<file path="src/sv/cpt_pkg.sv">
// Shared constants for the closest-point-on-triangle pipeline.
// No dependencies; compile first.
`default_nettype none

package cpt_pkg;

  // Default coordinate width, signed fixed point (Q15.16 at 32 bits).
  localparam int COORD_WIDTH_DEF = 32;

  // Width of one multiplier slice in the wide multipliers.
  localparam int MUL_CHUNK = 34;

endpackage

`default_nettype wire

</file>
<file path="src/sv/cpt_mul.sv">
// Pipelined signed wide multiplier, three register stages, sliced partial products.
// Depends on cpt_pkg (MUL_CHUNK).
`default_nettype none

module cpt_mul
  import cpt_pkg::*;
#(
  parameter int WA = 33,
  parameter int WB = 33
) (
  input  logic                    clk,
  input  logic                    en,
  input  logic signed [WA-1:0]    a,
  input  logic signed [WB-1:0]    b,
  output logic signed [WA+WB-1:0] p
);

  localparam int NA = (WA + MUL_CHUNK - 1) / MUL_CHUNK;
  localparam int NB = (WB + MUL_CHUNK - 1) / MUL_CHUNK;
  localparam int SW = (NA + NB) * MUL_CHUNK;

  logic [NA*MUL_CHUNK-1:0]   ma;
  logic [NB*MUL_CHUNK-1:0]   mb;
  logic                      neg1;
  logic                      neg2;
  logic [2*MUL_CHUNK-1:0]    pp [NA][NB];
  logic [SW-1:0]             sum;
  logic [SW-1:0]             sum_sgn;

  // Magnitudes first, then slice products, then shifted sum with sign.
  always_ff @(posedge clk) begin
    if (en) begin
      ma   <= (NA*MUL_CHUNK)'($unsigned(a[WA-1] ? -a : a));
      mb   <= (NB*MUL_CHUNK)'($unsigned(b[WB-1] ? -b : b));
      neg1 <= a[WA-1] ^ b[WB-1];
      neg2 <= neg1;
      for (int i = 0; i < NA; i++) begin
        for (int j = 0; j < NB; j++) begin
          pp[i][j] <= ma[i*MUL_CHUNK +: MUL_CHUNK] * mb[j*MUL_CHUNK +: MUL_CHUNK];
        end
      end
      p <= $signed(sum_sgn[WA+WB-1:0]);
    end
  end

  always_comb begin
    sum = '0;
    for (int i = 0; i < NA; i++) begin
      for (int j = 0; j < NB; j++) begin
        sum = sum + (SW'(pp[i][j]) << ((i + j) * MUL_CHUNK));
      end
    end
    sum_sgn = neg2 ? (~sum + 1'b1) : sum;
  end

endmodule

`default_nettype wire

</file>
<file path="config.mk">
export PLATFORM = sky130hd
export DESIGN_NAME = cpt_mul
export DESIGN_NICKNAME = d
export VERILOG_FILES = /design/src/sv/cpt_pkg.sv /design/src/sv/cpt_mul.sv
export SDC_FILE = /design/constraint.sdc
export NUM_CORES = 2
export LEC_CHECK = 0
export BUFFER_PORTS_ARGS = -buffer_cell sky130_fd_sc_hd__buf_2
export CORE_ASPECT_RATIO = 1.2
export CORE_MARGIN = 10
export CORE_UTILIZATION = 35
export CTS_CLUSTER_DIAMETER = 50
export DETAILED_ROUTE_END_ITERATION = 10
export PLACE_DENSITY = 0.61
export SLEW_MARGIN = 10
export SYNTH_ARGS = -nofsm -noshare
export SYNTH_HDL_FRONTEND = slang
export SYNTH_SLANG_ARGS = --single-unit
</file>
<file path="constraint.sdc">
create_clock -name clk -period 14.7 [get_ports clk]
set_input_delay 0.735 -clock clk [delete_from_list [all_inputs] [get_ports clk]]
set_output_delay 0.735 -clock clk [all_outputs]
set_load 0.05 [all_outputs]
</file>
# Word level (Yosys, flattened, before mapping)
# Memories as Yosys holds them, arrays and structs flattened.
# Cells that the tools add are included.
# totals
register_bits,134
latch_bits,0
mem_bits_rw,66
romBits,0
in_bits,68
output_inout_bits,66
wordCells,19
n_memories,1
# classes
addsub,3
mul,1
n_div,0
magnitude_cmp,0
n_eq_ne,0
n_shift,0
mux,5
bitwise,2
n_reduce_logical,0
# mem_list
name,depth,width,rd,rd_clocked_by_memory_dff,wr,line_no,text
pp,1,66,1,0,1,cpt_mul.sv:26,logic [2*MUL_CHUNK-1:0] pp [NA][NB];
# ops
op,count
"66-bit by 1-bit adder with 66-bit output, second input constant",1
33-bit by 33-bit multiplier with 66-bit output,1
66-bit 2-to-1 mux,1
33-bit negator,2
66-bit inverter,1
32-bit 2-to-1 mux,2
1-bit 2-to-1 mux,2
1-bit bitwise XOR,1

# Logic depth before layout (Yosys ltp)
# An unclocked memory read counts as a cell.
# logic_depth
word_depth,4
ltp_mapped,29
mapped_depth_nobuf,27

# Least setup slack after synthesis
# Ideal clock, no wire load.
# synth_timing
path_type,register -> register
start,register mb[0]
end,memory pp[0][64] in the netlist's numbering (data pin)
setup_time_ps,269
t_arrival_ps,7508
required_ps,14431
slack_ps,6924
path_stages_with_launch,29
path_buffers,2
synth_period_minus_slack_ps,7776
path_cell_list,edfxtp_1 > clkbuf_1 > and2_1 > fa_1 > inv_1 > fa_1 > inv_1 > fa_1 > inv_1 > fa_1 > inv_1 > fa_1 > inv_1 > fa_1 > inv_1 > fa_1 > inv_1 > fa_1 > inv_1 > ha_1 > clkbuf_1 > nand4_1 > o41a_1 > a21oi_1 > o21ai_0 > o41ai_1 > a31oi_1 > o31ai_1 > xor2_1
# synth_between
elab_chain_len,1
# synth_rtl
item,line_no,text
"start, declared",cpt_mul.sv:23,logic [NB*MUL_CHUNK-1:0] mb;
"start signal, assigned",cpt_mul.sv:34,mb <= (NB*MUL_CHUNK)'($unsigned(b[WB-1] ? -b : b));
33-bit by 33-bit multiplier with 66-bit output,cpt_mul.sv:39,pp[i][j] <= ma[i*MUL_CHUNK +: MUL_CHUNK] * mb[j*MUL_CHUNK +: MUL_CHUNK];
"end, declared",cpt_mul.sv:26,
# Every way passes these cells.

# Final worst setup path
# layout_timing
start,register mb[1]
end,memory pp[0][64] in the netlist's numbering (data pin)
# Same word-level chain as after synthesis.

==> impl_metrics.ini <==
[yosys]
ys_seq_area_frac = 0.136
ys.warnings.count = 0
synth_nets = 5884
postSynthCellCount = 4590
yosys.area.top_type = fa_1
async_flop_share = 0
synth-main-ff-cell = edfxtp_1
synth_common_cells = inv_1 (1052), fa_1 (958), nand2_1 (620)
synth_most_common_cell = inv_1
synth_top_family_by_area = adder cells
syn_area_mm2 = 0.0440
synthAdderAreaFrac = 0.512
synth_cell_types = 56
synthXorXnorAreaFrac = 0.0376
synth_mux_area_frac = 0
synth_seq_cells = 200
synth_compound_area_frac = 0.0453
synth_edf_count = 200
synth_area_leaders = fa_1 (44%), edfxtp_1 (14%), inv_1 (9.0%)
syn_avg_cell_area_um2 = 9.59
synth.top_cell.area_share = 0.436
synth_simple_gate_area_share = 0.158

[routing]
dr.pass1.iters = 6
routed_wl_mm = 113
drc = 0
num_vias = 30400
postRouteAntennaNets = 0
via_per_inst = 4.88
wire_per_inst_um = 18.1
first_iter_violations = 1409

[floorplan]
fp.dieH_um = 408
core.rowCount = 142
core_area_mm2 = 0.125
dieArea_mm2 = 0.140
initial_core_util = 0.352
io_pins = 134
die_w_um = 344

[grt]
grt_overflow = 0
grt_pass1_vias = 33800
antenna_found_initial = 0
grt_max_degree = 110
grt_use_total = 0.165
grt_pass1_wl_mm = 183

[critical_path]
r2r_end = pp[0][64]
path_class = reg2reg
start_kind = flop
path_max_fanout = 33
end_kind = flop
reg2reg_depth = 26
arrival_ps = 9190
r2r_start = mb[1]
critPathRequiredTime_ps = 14960
r2r_setup_slack_ps = 5770

[clock_tree]
clk_path_buf_depth = 2
clk_latency_ps = 520
cts_resized = 0
cts-htree-levels = 4
cts_root_buffer = clkbuf_16
cts_buffers = 17
post_cts_buffers = 0
path_clk_slew_ps = 80
cts_hold_buf = 0
cts_tree = done
cts.sinks = 200

[job]
drv_cap = 0

[sta]
clock_skew_ps = 15.3
slew_headroom = 0.297
period_share = 0.607
min_period_ps = 8930
worst_pin_slew_ps = 1050
hold_slack_ps = 428
slew_violations = 0
finalSetupViolations = 0
hold_viol_final = 0
maxClockFrequency_ghz = 0.112
rsz0062_at_grt = false
fin_tns_setup_ps = 0

[layout]
n_fill_cell = 12500
area_growth_pct = 6.75
drive_above_1_share = 0.0554
num-nets-final = 5866
fin_area_mm2 = 0.0470
multi_input_area_mm2 = 0.0331
fin_cells = 6241
regArea_mm2 = 0.00601
antenna_cells = 0

[min_path]
hold_start = neg1
min_path_type = reg2reg
min_to = neg2
whs_path_depth = 0

[run_status]
status = finished clean

[placement]
place_area_mm2 = 0.0464
gp_congestion = 0.867
port_buffers = 133
post-dp-hpwl_mm = 93.4
placed_cells = 6209
registers in the layout, indices dropped and copies added (netlist names):
register and flops:
neg1 1, pp 66, ma 33, mb 33
p 66, neg2 1
metrics by stage:
| stage | utilization | worst slack (ps) |
|---|---|---|
| floorplan | - | 6920 |
| detailed placement | 0.371 | 5790 |
| CTS | 0.376 | 5780 |
| global route | 0.376 | 5220 |
| global placement | 0.371 | 5860 |
| finish | 0.376 | 5770 |
critical path, cell delays in order, from the launching register on:
cell	delay, ps
edfxtp_1	810
and2_1	370
fa_1	500
inv_1	60
fa_1	520
inv_1	50
fa_1	480
inv_1	60
fa_1	530
inv_1	50
fa_1	500
inv_1	60
fa_1	540
inv_1	50
fa_1	520
inv_1	60
fa_1	500
inv_1	50
ha_1	400
nand4_1	170
o41a_1	430
a21oi_1	210
o21ai_0	240
o41ai_1	620
a31oi_1	400
o31ai_1	400
xor2_1	110
cells by family after synthesis:
family,Yosys count
adders and majority gates,1226
and+or+nand+nor,1374
xor gates and xnor gates,189
buffers and inverters,1291
AOI/OAI and AO/OA,310
DFF,200
final cells by class:
class,count,share of cell area
clock buffer,18,0.00914
clock inverter,14,0.00373
multi-input combinational,3099,0.706
inverter,1052,0.0841
timing repair buffer,202,0.0254
sequential,200,0.128
tap,1656,0.0441
cell usage in the layout (no fill, tap or decap), types with 4 or more instances in the layout:
cell type     n
inv_1      1052
fa_1        958
nand2_1     620
and2_1      558
ha_1        268
edfxtp_1    200
xnor2_1     162
buf_2       132
o21ai_0      83
buf_4        69
a21oi_1      67
nor2_1       49
o31ai_1      35
a21o_1       34
nand4_1      32
xor2_1       27
or4_1        21
o41ai_1      17
clkbuf_16    17
a31oi_1      15
o21bai_1     15
or3_1        15
nand2b_1     14
nor3_1       12
nor4_1       12
nand3_1       9
o21a_1        8
nor2b_1       7
or2_2         7
a221oi_1      5
or4_4         5
inv_6         5
o31a_1        4
o21ai_1       4
worst max path at each step:
stage / start / to / slack (ps) / cells after the start
global route: mb[1] / pp[0][60] / 5220 / 26
finish: mb[1] / pp[0][64] / 5770 / 26
detailed placement: mb[1] / pp[0][64] / 5790 / 26
global placement: mb[1] / pp[0][64] / 5860 / 26
CTS: mb[1] / pp[0][64] / 5780 / 26
floorplan: mb[0] / pp[0][64] / 6920 / 28
layer usage:
metal  share of wire  track usage
met1            0.36        0.180
met2            0.56        0.315
met3           0.026       0.0156
met4           0.047       0.0757
met5               0            0
Power is left out: the tool's default activity adds up to more than one toggle a clock period on the data nets, which glitch-free logic cannot reach.
